[config.mk]
export PLATFORM = sky130hd
export DESIGN_NAME = time_code_line_parser_top
export DESIGN_NICKNAME = d
export VERILOG_FILES = /design/src/design/tclp_pkg.sv /design/src/design/time_code_line_parser_top.sv
export SDC_FILE = /design/constraint.sdc
export NUM_CORES = 1
export LEC_CHECK = 0
export BUFFER_PORTS_ARGS = -buffer_cell sky130_fd_sc_hd__buf_4
export CAP_MARGIN = 30
export CORE_ASPECT_RATIO = 0.6
export CORE_UTILIZATION = 46
export DETAILED_ROUTE_END_ITERATION = 8
export PLACE_DENSITY = 0.75
export SLEW_MARGIN = 25
export SYNTH_ARGS = -nofsm -noshare
export SYNTH_HDL_FRONTEND = slang
export SYNTH_SLANG_ARGS = --single-unit
[constraint.sdc]
create_clock -name clk -period 13.35 [get_ports clk]
set_input_delay 0.6675 -clock clk [delete_from_list [all_inputs] [get_ports clk]]
set_output_delay 0.6675 -clock clk [all_outputs]
set_load 0.02 [all_outputs]
[src/design/tclp_pkg.sv]
// Shared constants, types and helpers for the time-code line parser.
`timescale 1ns / 1ps
`default_nettype none

package tclp_pkg;

	localparam int LINE_MAX = 32;
	localparam int POS_W = $clog2(LINE_MAX);

	localparam int IN_DATA_W = 8;
	localparam int OUT_DATA_W = 72;
	localparam int OUT_USER_W = 2;
	localparam int LIMIT_W = 4;

	localparam logic [POS_W-1:0] FRAME_LEN = POS_W'(23);
	localparam logic [POS_W-1:0] SUM_END = POS_W'(21);
	localparam logic [POS_W-1:0] DIGIT_FIRST = POS_W'(2);
	localparam logic [POS_W-1:0] DIGIT_END = POS_W'(18);
	localparam logic [POS_W-1:0] LEAP_POS = POS_W'(18);
	localparam logic [POS_W-1:0] VALID_POS = POS_W'(19);
	localparam logic [POS_W-1:0] LAST_POS = POS_W'(LINE_MAX - 1);

	localparam logic [7:0] CHAR_NEWLINE = 8'h0a;
	localparam logic [7:0] CHAR_SPACE = 8'h20;
	localparam logic [7:0] CHAR_DELETE = 8'h7f;
	localparam logic [7:0] CHAR_T = 8'h54;
	localparam logic [7:0] CHAR_TWO = 8'h32;
	localparam logic [7:0] CHAR_E = 8'h45;
	localparam logic [7:0] CHAR_MINUS = 8'h2d;
	localparam logic [7:0] CHAR_PLUS = 8'h2b;
	localparam logic [7:0] CHAR_ZERO = 8'h30;

	typedef enum logic [1:0] {
		LEAP_NONE = 2'd0,
		LEAP_FORWARD = 2'd1,
		LEAP_BACKWARD = 2'd2,
		LEAP_OTHER = 2'd3
	} leap_code_t;

	typedef struct packed {
		logic [POS_W-1:0] pos;
		logic [7:0] sum;
		logic [7:0] older;
		logic [7:0] newest;
		logic [15:0][3:0] digits;
		logic [7:0] leap;
		logic [7:0] valid;
		logic [3:0] flags;
	} line_state_t;

	function automatic logic [7:0] hex_char(input logic [3:0] nib);
		logic [7:0] ch;
		if (nib < 4'd10) begin
			ch = CHAR_ZERO + {4'd0, nib};
		end else begin
			ch = 8'h37 + {4'd0, nib};
		end
		return ch;
	endfunction

	function automatic logic [7:0] digit_pair(input logic [3:0] tens, input logic [3:0] units);
		return 8'({4'd0, tens} * 8'd10) + {4'd0, units};
	endfunction

endpackage

`default_nettype wire

[src/design/time_code_line_parser_top.sv]
// Time-code line parser: line tracking, checksum check and field decode.
`timescale 1ns / 1ps
`default_nettype none

// Takes one received character per clock cycle on the slave stream while it is
// ready, and emits one decoded result per ended line (newline, or the line store
// filling up) on the master stream, in the cycle after the ending character is
// taken. Every byte is handled by the update logic between the line registers and
// the result register, so a byte can be taken every cycle while the result
// register is empty or being drained at the same edge. The frequency-figure limit
// is written on the cfg channel, which is always ready.
module time_code_line_parser_top (
	input  wire logic                              clk,
	input  wire logic                              arst_n,
	input  wire logic                              s_axis_tvalid,
	output logic                                   s_axis_tready,
	// rx_byte[7:0]
	input  wire logic [tclp_pkg::IN_DATA_W-1:0]    s_axis_tdata,
	output logic                                   m_axis_tvalid,
	input  wire logic                              m_axis_tready,
	// year[14:0], month[22:15], day_of_month[30:23], hour[38:31],
	// minute[46:39], second[54:47], time_figure[58:55], freq_figure[62:59],
	// leap_code[64:63], time_good[65], zero fill[71:66]
	output logic [tclp_pkg::OUT_DATA_W-1:0]        m_axis_tdata,
	// frame_good[0], error_line[1]
	output logic [tclp_pkg::OUT_USER_W-1:0]        m_axis_tuser,
	input  wire logic                              cfg_valid,
	output logic                                   cfg_ready,
	// freq_figure_limit[3:0]
	input  wire logic [tclp_pkg::LIMIT_W-1:0]      cfg_data
);
	import tclp_pkg::*;

	line_state_t line_q;
	line_state_t upd;
	line_state_t clr;
	logic [LIMIT_W-1:0] limit_q;
	logic m_valid_q;
	logic [OUT_DATA_W-1:0] m_data_q;
	logic [OUT_USER_W-1:0] m_user_q;

	logic [7:0] ch;
	logic take;
	logic is_newline;
	logic is_kept;
	logic line_done;
	logic frame_good;
	logic error_line;
	logic [14:0] year;
	logic [7:0] month;
	logic [7:0] day_of_month;
	logic [7:0] hour;
	logic [7:0] minute;
	logic [7:0] second;
	logic [3:0] time_figure;
	logic [3:0] freq_figure;
	leap_code_t leap_code;
	logic time_good;
	logic [3:0] digit_idx;

	assign ch = s_axis_tdata;
	assign s_axis_tready = !m_valid_q || m_axis_tready;
	assign take = s_axis_tvalid && s_axis_tready;
	assign cfg_ready = 1'b1;
	assign is_newline = (ch == CHAR_NEWLINE);
	assign is_kept = (ch >= CHAR_SPACE) && (ch != CHAR_DELETE);
	assign digit_idx = 4'(line_q.pos - DIGIT_FIRST);
	assign clr = '0;

	always_comb begin
		upd = line_q;
		if (is_kept) begin
			if (line_q.pos == '0) begin
				if (ch == CHAR_T) upd.flags[0] = 1'b1;
				if (ch == CHAR_E) upd.flags[2] = 1'b1;
			end else if (line_q.pos == POS_W'(1)) begin
				if (ch == CHAR_TWO) upd.flags[1] = 1'b1;
				if (ch == CHAR_MINUS) upd.flags[3] = 1'b1;
			end
			if (line_q.pos < SUM_END) begin
				upd.sum = line_q.sum + ch;
			end
			if (line_q.pos >= DIGIT_FIRST && line_q.pos < DIGIT_END) begin
				upd.digits[digit_idx] = ch[3:0];
			end
			if (line_q.pos == LEAP_POS) begin
				upd.leap = ch;
			end
			if (line_q.pos == VALID_POS) begin
				upd.valid = ch;
			end
			upd.older = line_q.newest;
			upd.newest = ch;
			upd.pos = line_q.pos + POS_W'(1);
		end
	end

	assign line_done = is_newline || (is_kept && upd.pos == LAST_POS);

	always_comb begin
		frame_good = (upd.pos == FRAME_LEN) && (upd.flags[1:0] == 2'b11) &&
			(upd.older == hex_char(upd.sum[7:4])) && (upd.newest == hex_char(upd.sum[3:0]));
		error_line = (upd.flags[3:2] == 2'b11);
		year = '0;
		month = '0;
		day_of_month = '0;
		hour = '0;
		minute = '0;
		second = '0;
		time_figure = '0;
		freq_figure = '0;
		leap_code = LEAP_NONE;
		time_good = 1'b0;
		if (frame_good) begin
			year = 15'({11'd0, upd.digits[0]} * 15'd1000) +
				15'({11'd0, upd.digits[1]} * 15'd100) +
				15'({11'd0, upd.digits[2]} * 15'd10) + {11'd0, upd.digits[3]};
			month = digit_pair(upd.digits[4], upd.digits[5]);
			day_of_month = digit_pair(upd.digits[6], upd.digits[7]);
			hour = digit_pair(upd.digits[8], upd.digits[9]);
			minute = digit_pair(upd.digits[10], upd.digits[11]);
			second = digit_pair(upd.digits[12], upd.digits[13]);
			time_figure = upd.digits[14];
			freq_figure = upd.digits[15];
			if (upd.leap == CHAR_ZERO) begin
				leap_code = LEAP_NONE;
			end else if (upd.leap == CHAR_PLUS) begin
				leap_code = LEAP_FORWARD;
			end else if (upd.leap == CHAR_MINUS) begin
				leap_code = LEAP_BACKWARD;
			end else begin
				leap_code = LEAP_OTHER;
			end
			time_good = (upd.valid == CHAR_ZERO) && (upd.digits[15] < limit_q);
		end
	end

	always_ff @(posedge clk or negedge arst_n) begin
		if (!arst_n) begin
			line_q <= '0;
			limit_q <= LIMIT_W'(3);
			m_valid_q <= 1'b0;
		end else begin
			if (cfg_valid && cfg_ready) begin
				limit_q <= cfg_data;
			end
			if (take) begin
				line_q <= line_done ? clr : upd;
			end
			if (take && line_done) begin
				m_valid_q <= 1'b1;
			end else if (m_valid_q && m_axis_tready) begin
				m_valid_q <= 1'b0;
			end
		end
	end

	always_ff @(posedge clk) begin
		if (take && line_done) begin
			m_data_q <= {6'd0, time_good, leap_code, freq_figure, time_figure, second,
				minute, hour, day_of_month, month, year};
			m_user_q <= {error_line, frame_good};
		end
	end

	assign m_axis_tvalid = m_valid_q;
	assign m_axis_tdata = m_data_q;
	assign m_axis_tuser = m_user_q;

endmodule

`default_nettype wire
* After elaboration in Yosys (flattened, before gate mapping) *
Index checks and enable logic that the tools add are counted.

cells by class
  add/sub/neg operators = 15
  multipliers = 8
  magnitude comparators = 9
  equal/unequal tests = 19
  mux-type cells = 25
  bitwise logic cells = 1
  reduce and logical (&&, ||, !) cells = 18

operators by type and width
  cell                  number
  $mux 113              2
  $bwmux 64             1
  $mux 64               1
  $eq 8x6->1 const B    6
  $mul 4x3->7 const B   6
  $add 8x4->8           5
  $add 6x4->7 const A   4
  $mux 8                3
  $eq 5x5->1 const B    4
  $demux 4 s4           1
  $eq 8x7->1 const B    2
  $eq 8x8->1            2
  $add 14x11->15        1
  $add 15x4->15         1
  $add 15x8->15         1
  $mux 1                14
  $mux 7                2
  $logic_and 1x1->1     11
  $mul 4x7->11 const B  1
  $lt 5x5->1 const B    2
  $mul 4x5->9 const B   1
  $add 8x8->8           1
  $eq 8x4->1 const B    1
  $ge 8x6->1 const B    1
  other kinds (18)      21

word-level totals
  bits in registers = 186
  bits of input ports = 17
  output and inout bits = 77
  logic and storage cells = 124

* Longest topological paths before layout *
Gate-level depths: netlist of run 1.

  word-level depth = 15
  depth in mapped cells = 27
  depth with buffers taken out = 25

* Worst setup path after synthesis of run 1 *
OpenSTA, ideal clock, no wires.

  path type = input-to-reg
  start point = in s_axis_tdata[1] in the netlist's numbering
  end point = reg m_data_q[14] (netlist: m_axis_tdata[14]) (data pin)
  library setup time = 263 ps
  arrival time = 6020 ps
  setup slack = 7067 ps
  stages on the path = 26
  buffers on the path = 4
  path through = buf_2 > and4b_4 > a21oi_1 > buf_2 > clkbuf_1 > buf_1 > nand2_1 > nor2_1 > mux2i_1 > inv_1 > ha_1 > ha_1 > fa_1 > inv_1 > fa_1 > inv_1 > ha_1 > ha_1 > a21oi_1 > o21bai_1 > a21oi_1 > o21ai_0 > a21o_1 > a21o_1 > a21oi_1 > nor4_2

between the ends
  cells in the longest elaborated chain, start to end = 9

ends and longest elaborated chain
  what                                                    line                              RTL
  start: declaration                                      time_code_line_parser_top.sv:18   input wire logic [tclp_pkg::IN_DATA_W-1:0] s_axis_tdata,
  $eq 8x6->1                                              time_code_line_parser_top.sv:77   if (ch == CHAR_TWO) upd.flags[1] = 1'b1;
  $mux 1                                                  time_code_line_parser_top.sv:77
  $mux 1                                                  time_code_line_parser_top.sv:76   end else if (line_q.pos == POS_W'(1)) begin
  $mux 1                                                  time_code_line_parser_top.sv:73   if (line_q.pos == '0) begin
  $mux 113 *                                              time_code_line_parser_top.sv:72   if (is_kept) begin
  branches (longest 4 deep; another with $add 14x11->15)  --
  end signal: assignment                                  time_code_line_parser_top.sv:160  m_data_q <= {6'd0, time_good, leap_code, freq_figure, time_figure, second,
  end: declaration                                        time_code_line_parser_top.sv:39   logic [OUT_DATA_W-1:0] m_data_q;

Every way passes the cells marked *.
A chain may end at the register's enable or synchronous reset.

* Final worst setup path of run 1 *
  start point = reg line_q[110] in the netlist's numbering
  end point = reg m_data_q[14] (netlist: m_axis_tdata[14]) (data pin)

between the ends
  cells in the longest elaborated chain, start to end = 12

ends and longest elaborated chain
  what                                                                   line                                                                RTL
  start: declaration                                                     time_code_line_parser_top.sv:34                                     line_state_t line_q;
  start signal: assignment                                               time_code_line_parser_top.sv:148                                    line_q <= line_done ? clr : upd;
  $sub 4x2->4                                                            time_code_line_parser_top.sv:67                                     assign digit_idx = 4'(line_q.pos - DIGIT_FIRST);
  $lt 4x5->1 (implied by the code) / $ge 4x1->1 (equally long branches)  time_code_line_parser_top.sv:84                                     upd.digits[digit_idx] = ch[3:0];
  $logic_and 1x1->1 (implied by the code)                                time_code_line_parser_top.sv:84
  $mux 4 (implied by the code)                                           time_code_line_parser_top.sv:84
  $demux 4 s4                                                            time_code_line_parser_top.sv:84
  $bwmux 64                                                              time_code_line_parser_top.sv:84
  $mux 64                                                                time_code_line_parser_top.sv:83                                     if (line_q.pos >= DIGIT_FIRST && line_q.pos < DIGIT_END) begin
  $mux 113 *                                                             time_code_line_parser_top.sv:72
  $mul 4x7->11 / $mul 4x5->9 (equally long branches)                     time_code_line_parser_top.sv:115, time_code_line_parser_top.sv:116
  $add 14x11->15                                                         time_code_line_parser_top.sv:115                                    year = 15'({11'd0, upd.digits[0]} * 15'd1000) +
  $add 15x8->15                                                          time_code_line_parser_top.sv:116                                    15'({11'd0, upd.digits[1]} * 15'd100) +
  $add 15x4->15                                                          time_code_line_parser_top.sv:117                                    15'({11'd0, upd.digits[2]} * 15'd10) + {11'd0, upd.digits[3]};

Every way passes the cells marked *; elsewhere a longest branch is shown, timed or not.

==> results.sh, run 1 <==
export IMPL_core_area_sq_mm=0.02659
export IMPL_path_depth=22
export IMPL_cts_root_buf="clkbuf_16"
export IMPL_synth_warnings=0
export IMPL_slowest_stage="mux2i_1"
export IMPL_dp_hpwl_um=20520
export IMPL_layout_common_cells="dfrtp_1, ha_1, buf_4"
export IMPL_placedCellCount=1586
export IMPL_rr_endpoint="m_axis_tdata[14]"
export IMPL_cellLeakagePower_nw=6.243
export IMPL_dp_slack_ns=6.446
export IMPL_worstSkewPairLatency_ns=0.46
export IMPL_reg2reg_depth=22
export IMPL_drtPass1Iterations=5
export IMPL_synth_seq_cells=186
export IMPL_via_count=9279
export IMPL_netSwitchingFraction=0.4437
export IMPL_cts_made_buffers=17
export IMPL_p_switching_mw=1.382
export IMPL_via_per_inst=5.728
export IMPL_gp_congestion=0.9242
export IMPL_areaGrowthSynthToFinish_pct=11.89
export IMPL_grt_busiest_layer="met1"
export IMPL_dominantRegCellSynth="dfrtp_1"
export IMPL_peakVddDrop_v=0.0001658
export IMPL_worstPathCellList="inv_1 -> ha_1 -> xor2_1 -> nor2_1 -> nand2_1 -> nor2_1 -> mux2i_1 -> inv_1 -> ha_1 -> fa_1 -> inv_1 -> fa_1 -> inv_1 -> fa_1 -> ha_1 -> ha_1 -> a21oi_1 -> o21ai_0 -> a21o_1 -> a21o_1 -> a21oi_1 -> nor4_2"
export IMPL_timing_final_crit_share=0.4982
export IMPL_synth_async_sr_flop_share=0.6344
export IMPL_endpoint_kind="flip-flop"
export IMPL_ant_nets=0
export IMPL_tightest_slew_ns=0.9998
export IMPL_finalWorstPathRequiredPeriod_ns=6.651
export IMPL_wl_per_cell_um=18.53
export IMPL_die_area_sq_mm=0.02790
export IMPL_cp_endpoint="m_axis_tdata[14]"
export IMPL_instances_no_fill=1620
export IMPL_grt_ovfl_total=0
export IMPL_ctsHoldBuffers=0
export IMPL_power_per_cell_area_mw_per_mm2=222.3
export IMPL_num_antenna_cells=0
export IMPL_cts_resized=0
export IMPL_synth_edff_count=68
export IMPL_clock_sinks=186
export IMPL_max_cap_violations=0
export IMPL_rr_startpoint="line_q[110]"
export IMPL_setup_violations=0
export IMPL_drive_above_1_share=0.1762
export IMPL_finalPower_mw=3.114
export IMPL_crit_fanout=13
export IMPL_ys_seq_area_frac=0.3991
export IMPL_antenna_found_initial=0
export IMPL_cts_tree="done"
export IMPL_start_kind="flip-flop"
export IMPL_syn_inst=1194
export IMPL_maxSlewViolCount=0
export IMPL_ctsLongestPathBuffers=2
export IMPL_postCtsSetupBuffers=0
export IMPL_cpLargestDelayFamily="adder cells"
export IMPL_startpoint="line_q[110]"
export IMPL_grt_usage=0.2223
export IMPL_die_h_um=129.8
export IMPL_finClkSkew_ns=0.01033
export IMPL_grt_pass1_vias=8989
export IMPL_p_clk_frac=0.162
export IMPL_fin_hold_ws_ns=0.2552
export IMPL_drc_errors=0
export IMPL_slew_headroom=0.3319
export IMPL_max_stage_delay_ns=0.71
export IMPL_p_int_mw=1.732
export IMPL_layout_commonest_cell="dfrtp_1"
export IMPL_grt_pass1_wl_um=48920
export IMPL_rsz0062_at_grt="no"
export IMPL_criticalPathCategory="flip-flop to flip-flop"
export IMPL_crit_required_ns=13.52
export IMPL_outcome="finished clean"
export IMPL_die_w_um=215.0
export IMPL_drt_total_wl_um=30020
export IMPL_cp_arrival_ns=6.82
export IMPL_avgSynthCellArea_sq_um=10.49
export IMPL_fin_area_sq_mm=0.01401
export IMPL_p_comb_frac=0.575
export IMPL_met1_usage=0.3351
export IMPL_utilization=0.5269
export IMPL_seqPwrFrac=0.263
export IMPL_hp_class="primary input to asynchronous set/reset pin"
export IMPL_cp_num_buf_inv=4
export IMPL_nets=1396
export IMPL_finalWorstSetupSlack_ns=6.699
export IMPL_path_clk_slew_ns=0.08
export IMPL_hold_viol=0
export IMPL_grt_use_met3=0.04709
export IMPL_fmax_mhz=150.3
export IMPL_synth_distinct_cells=77
export IMPL_drt_iter0_drc=994
export IMPL_port_buffers=86
export IMPL_initial_utilization=0.4709
export IMPL_grt_max_degree=79
export IMPL_reg2reg_slack_ns=6.70
export IMPL_grt_use_met2=0.3238
export IMPL_placed_cell_area_sq_mm=0.01342
export IMPL_netlist_area_sq_mm=0.01252
export IMPL_rows=46
export IMPL_final_setup_tns_ns=0
export IMPL_ctsHtreeMaxLevel=4
export IMPL_io_pins=94
[sequential cells by signal, indices dropped and copies added (netlist names)]
register / cells
limit_q: 4
m_axis_tdata: 66
m_axis_tvalid: 1
m_axis_tuser: 2
line_q: 113
[layer usage]
layer | vias to the layer above | share of wire
li1 | 4421 | -
met1 | 4581 | 0.52
met2 | 261 | 0.42
met3 | 16 | 0.058
met4 | 0 | 0.0086
met5 | - | 0
[cell usage after synthesis (all sizes together) (9+ instances only)]
library cell,number,share of area
nor2,60,0.018
mux2i,53,0.043
xnor2,28,0.020
inv,78,0.023
nand2,79,0.024
a21o,17,0.010
nor2b,18,0.0090
a22o,60,0.042
and3,9,0.0045
a21oi,50,0.020
nand2b,12,0.0060
nor4,13,0.010
clkbuf,44,0.013
o31ai,10,0.0060
nor3,65,0.038
edfxtp,68,0.16
nand3,15,0.0060
buf,25,0.013
fa,28,0.045
o21ai,73,0.029
mux2,33,0.030
xor2,20,0.014
ha,104,0.10
dfrtp,116,0.23
[final cells by class]
type                       count  area (sq um)
inverter                      78         292.8
clock inverter                14         137.6
timing repair buffer          98         743.2
multi-input combinational    866          6959
clock buffer                  18         429.2
tap                          360         450.4
sequential                   186          4997
fill                        2365         12580
[logic make-up (layout without fill, tap and decap cells)]
logic type	after synthesis	count (layout)	synth area share
DFF	186	186	0.3991
and+or+nand+nor	315	315	0.1438
muxes	86	86	0.07235
xor gates and xnor gates	48	48	0.03358
AOI/OAI and AO/OA	278	278	0.1519
buffers and inverters	147	208	0.04997
other	2	7	0.0005998
adders and majority gates	132	132	0.1487
[power groups by stage]
stage | registers, mW | logic [mW] | clock network, mW
2_1_floorplan | 0.796 | 1.37 | 0
3_3_place_gp | 0.819 | 1.70 | 0
3_5_place_dp | 0.824 | 1.75 | 0
4_1_cts | 0.815 | 1.78 | 0.514
5_1_grt | 0.833 | 2.03 | 0.536
6_report | 0.818 | 1.79 | 0.505
[worst reg2reg max path: stages, from the launching register on]
cell     delay [ns]
dfrtp_1        0.64
inv_1          0.15
ha_1           0.25
xor2_1         0.16
nor2_1         0.10
nand2_1        0.16
nor2_1         0.42
mux2i_1        0.71
inv_1          0.11
ha_1           0.24
fa_1           0.54
inv_1          0.08
fa_1           0.56
inv_1          0.06
fa_1           0.49
ha_1           0.31
ha_1           0.34
a21oi_1        0.22
o21ai_0        0.18
a21o_1         0.21
a21o_1         0.19
a21oi_1        0.18
nor4_2         0.07
[worst min-delay path by stage]
| stage | startpoint | endpoint | slack, ns | depth (start not counted) |
|---|---|---|---|---|
| 2_1_floorplan | arst_n | limit_q[2] | 0.37 | 0 |
| 3_3_place_gp | line_q[53] | line_q[53] | 0.46 | 2 |
| 3_5_place_dp | line_q[37] | line_q[37] | 0.47 | 2 |
| 4_1_cts | arst_n | limit_q[3] | 0.27 | 1 |
| 5_1_grt | arst_n | limit_q[3] | 0.31 | 1 |
| 6_report | arst_n | limit_q[3] | 0.26 | 1 |
Power figures use the tool's default switching activity.
==> run 2: changes to the inputs <==
Settings changed: PLACE_DENSITY 0.75 to 0.77.
Clock period 13.35 ns to 6 ns, I/O delays scaled along.
==> results.sh, run 2 (synthesis results as in run 1) <==
export IMPL_drtPass1Iterations=5
export IMPL_grt_pass1_wl_um=49890
export IMPL_worstSkewPairLatency_ns=0.45
export IMPL_num_antenna_cells=0
export IMPL_max_cap_violations=0
export IMPL_n_fill_cell=2296
export IMPL_p_switching_mw=3.202
export IMPL_via_per_inst=5.861
export IMPL_die_area_sq_mm=0.02790
export IMPL_slew_headroom=0.3510
export IMPL_power_per_cell_area_mw_per_mm2=506.2
export IMPL_nets=1418
export IMPL_crit_required_ns=6.18
export IMPL_setup_violations=0
export IMPL_cp_arrival_ns=5.91
export IMPL_io_pins=94
export IMPL_rows=46
export IMPL_drc_errors=0
export IMPL_fmax_mhz=174.3
export IMPL_instances_no_fill=1642
export IMPL_cellLeakagePower_nw=6.372
export IMPL_netSwitchingFraction=0.4429
export IMPL_peakVddDrop_v=0.0003639
export IMPL_layout_commonest_cell="buf_4"
export IMPL_endpoint_kind="flip-flop"
export IMPL_cp_num_buf_inv=4
export IMPL_timing_final_crit_share=0.9565
export IMPL_cts_tree="done"
export IMPL_clock_sinks=186
export IMPL_grt_usage=0.2274
export IMPL_path_clk_slew_ns=0.08
export IMPL_seqPwrFrac=0.248
export IMPL_die_w_um=215.0
export IMPL_largest_register_ffs=113
export IMPL_initial_utilization=0.4709
export IMPL_cts_made_buffers=17
export IMPL_drt_iter0_drc=917
export IMPL_start_kind="flip-flop"
export IMPL_final_setup_tns_ns=0
export IMPL_hold_viol=0
export IMPL_cts_root_buf="clkbuf_16"
export IMPL_dp_slack_ns=-0.03242
export IMPL_die_h_um=129.8
export IMPL_regMostFlops="line_q"
export IMPL_core_area_sq_mm=0.02659
export IMPL_layout_common_cells="buf_4, dfrtp_1, ha_1"
export IMPL_drive_above_1_share=0.2005
export IMPL_slowest_stage="fa_2"
export IMPL_drt_total_wl_um=31120
export IMPL_antenna_found_initial=0
export IMPL_gp_congestion=0.8749
export IMPL_via_count=9624
export IMPL_crit_fanout=6
export IMPL_max_stage_delay_ns=0.58
export IMPL_grt_max_degree=85
export IMPL_ant_nets=0
export IMPL_cp_common_cell="ha_1"
export IMPL_p_clk_frac=0.165
export IMPL_ctsLongestPathBuffers=2
export IMPL_maxSlewViolCount=0
export IMPL_port_buffers=86
export IMPL_ctsHtreeMaxLevel=4
export IMPL_areaGrowthSynthToFinish_pct=14.07
export IMPL_finClkSkew_ns=0.01343
export IMPL_finalWorstSetupSlack_ns=0.2612
export IMPL_p_comb_frac=0.588
export IMPL_finalWorstPathRequiredPeriod_ns=5.739
export IMPL_wl_per_cell_um=18.95
export IMPL_outcome="finished clean"
export IMPL_hp_class="primary input to flip-flop"
export IMPL_worstPathCellList="inv_1 -> ha_1 -> xor2_1 -> nor2_1 -> nand2_2 -> nor2_4 -> mux2i_2 -> inv_2 -> fa_2 -> inv_1 -> fa_1 -> inv_1 -> ha_1 -> a21oi_2 -> xnor2_1 -> ha_1 -> ha_1 -> ha_4 -> or2_2 -> a21oi_2 -> a21oi_2 -> nand3_1 -> nand3_1 -> nor4b_2"
export IMPL_p_int_mw=4.028
export IMPL_reg2reg_slack_ns=0.26
export IMPL_placedCellCount=1603
export IMPL_dp_hpwl_um=21530
export IMPL_criticalPathCategory="flip-flop to flip-flop"
export IMPL_grt_ovfl_total=0
export IMPL_cpLargestDelayFamily="adder cells"
export IMPL_tightest_slew_ns=0.9730
export IMPL_grt_pass1_vias=9188
==> run 2: path summary, 6_finish.rpt <==
kind                                    end  depth (start not counted)         from
min reg2reg                      line_q[14]                          2   line_q[14]
max reg2reg                m_axis_tdata[13]                         24  line_q[109]
min                              limit_q[1]                          2    cfg_valid
max in group asynchronous       line_q[109]                          3       arst_n
min in group asynchronous        line_q[10]                          2       arst_n
max                        m_axis_tdata[13]                         24  line_q[109]
==> run 2: final cells by class <==
class / instances / area (sq um) / share of cell area
Multi-Input combinational cell: 866 / 7018 / 0.4914
Sequential cell: 186 / 4999 / 0.3500
Timing Repair Buffer: 120 / 919.6 / 0.06439
Tap cell: 360 / 450.4 / 0.03154
Inverter: 78 / 292.8 / 0.02050
Clock inverter: 15 / 177.7 / 0.01244
Clock buffer: 17 / 425.4 / 0.02979
==> run 2: routing by layer <==
metal	wire [um]	track usage	up-vias	share of wire
met5	0	0	-	0
met4	377	0.06008	0	0.012
met3	2336	0.04755	46	0.075
met2	13290	0.3307	352	0.43
met1	15110	0.3418	4733	0.49
li1	-	-	4493	-
==> run 2: metrics by stage <==
stage	utilization	power [mW]	instance area [sq um]	hold slack [ns]
after floorplan	-	4.830	12540	0.004409
after global placement	0.5096	5.670	13550	0.2857
after detailed placement	0.5099	5.808	13560	0.2886
after CTS	0.5334	7.082	14180	0.03508
after global routing	0.5371	7.841	14280	0.04780
final	0.5371	7.229	14280	0.04514
==> run 2: power by group through the flow <==
stage | Sequential [mW] | Clock [mW] | Combinational [mW]
after floorplan | 1.77 | 0 | 3.06
after global placement | 1.79 | 0 | 3.88
after detailed placement | 1.80 | 0 | 4.01
after CTS | 1.78 | 1.21 | 4.08
after global routing | 1.82 | 1.26 | 4.76
final | 1.79 | 1.19 | 4.25
==> run 2: what timing repair did <==
| item | 4_1_cts | 5_1_grt |
|---|---|---|
| gates resized for setup | 3 | 13 |
| setup buffers | 1 | 4 |
| hold buffers | 1 | 0 |
| hold endpoints to repair | 32 | 0 |
| setup endpoints to repair | 3 | 4 |
| pin swaps | 0 | 1 |
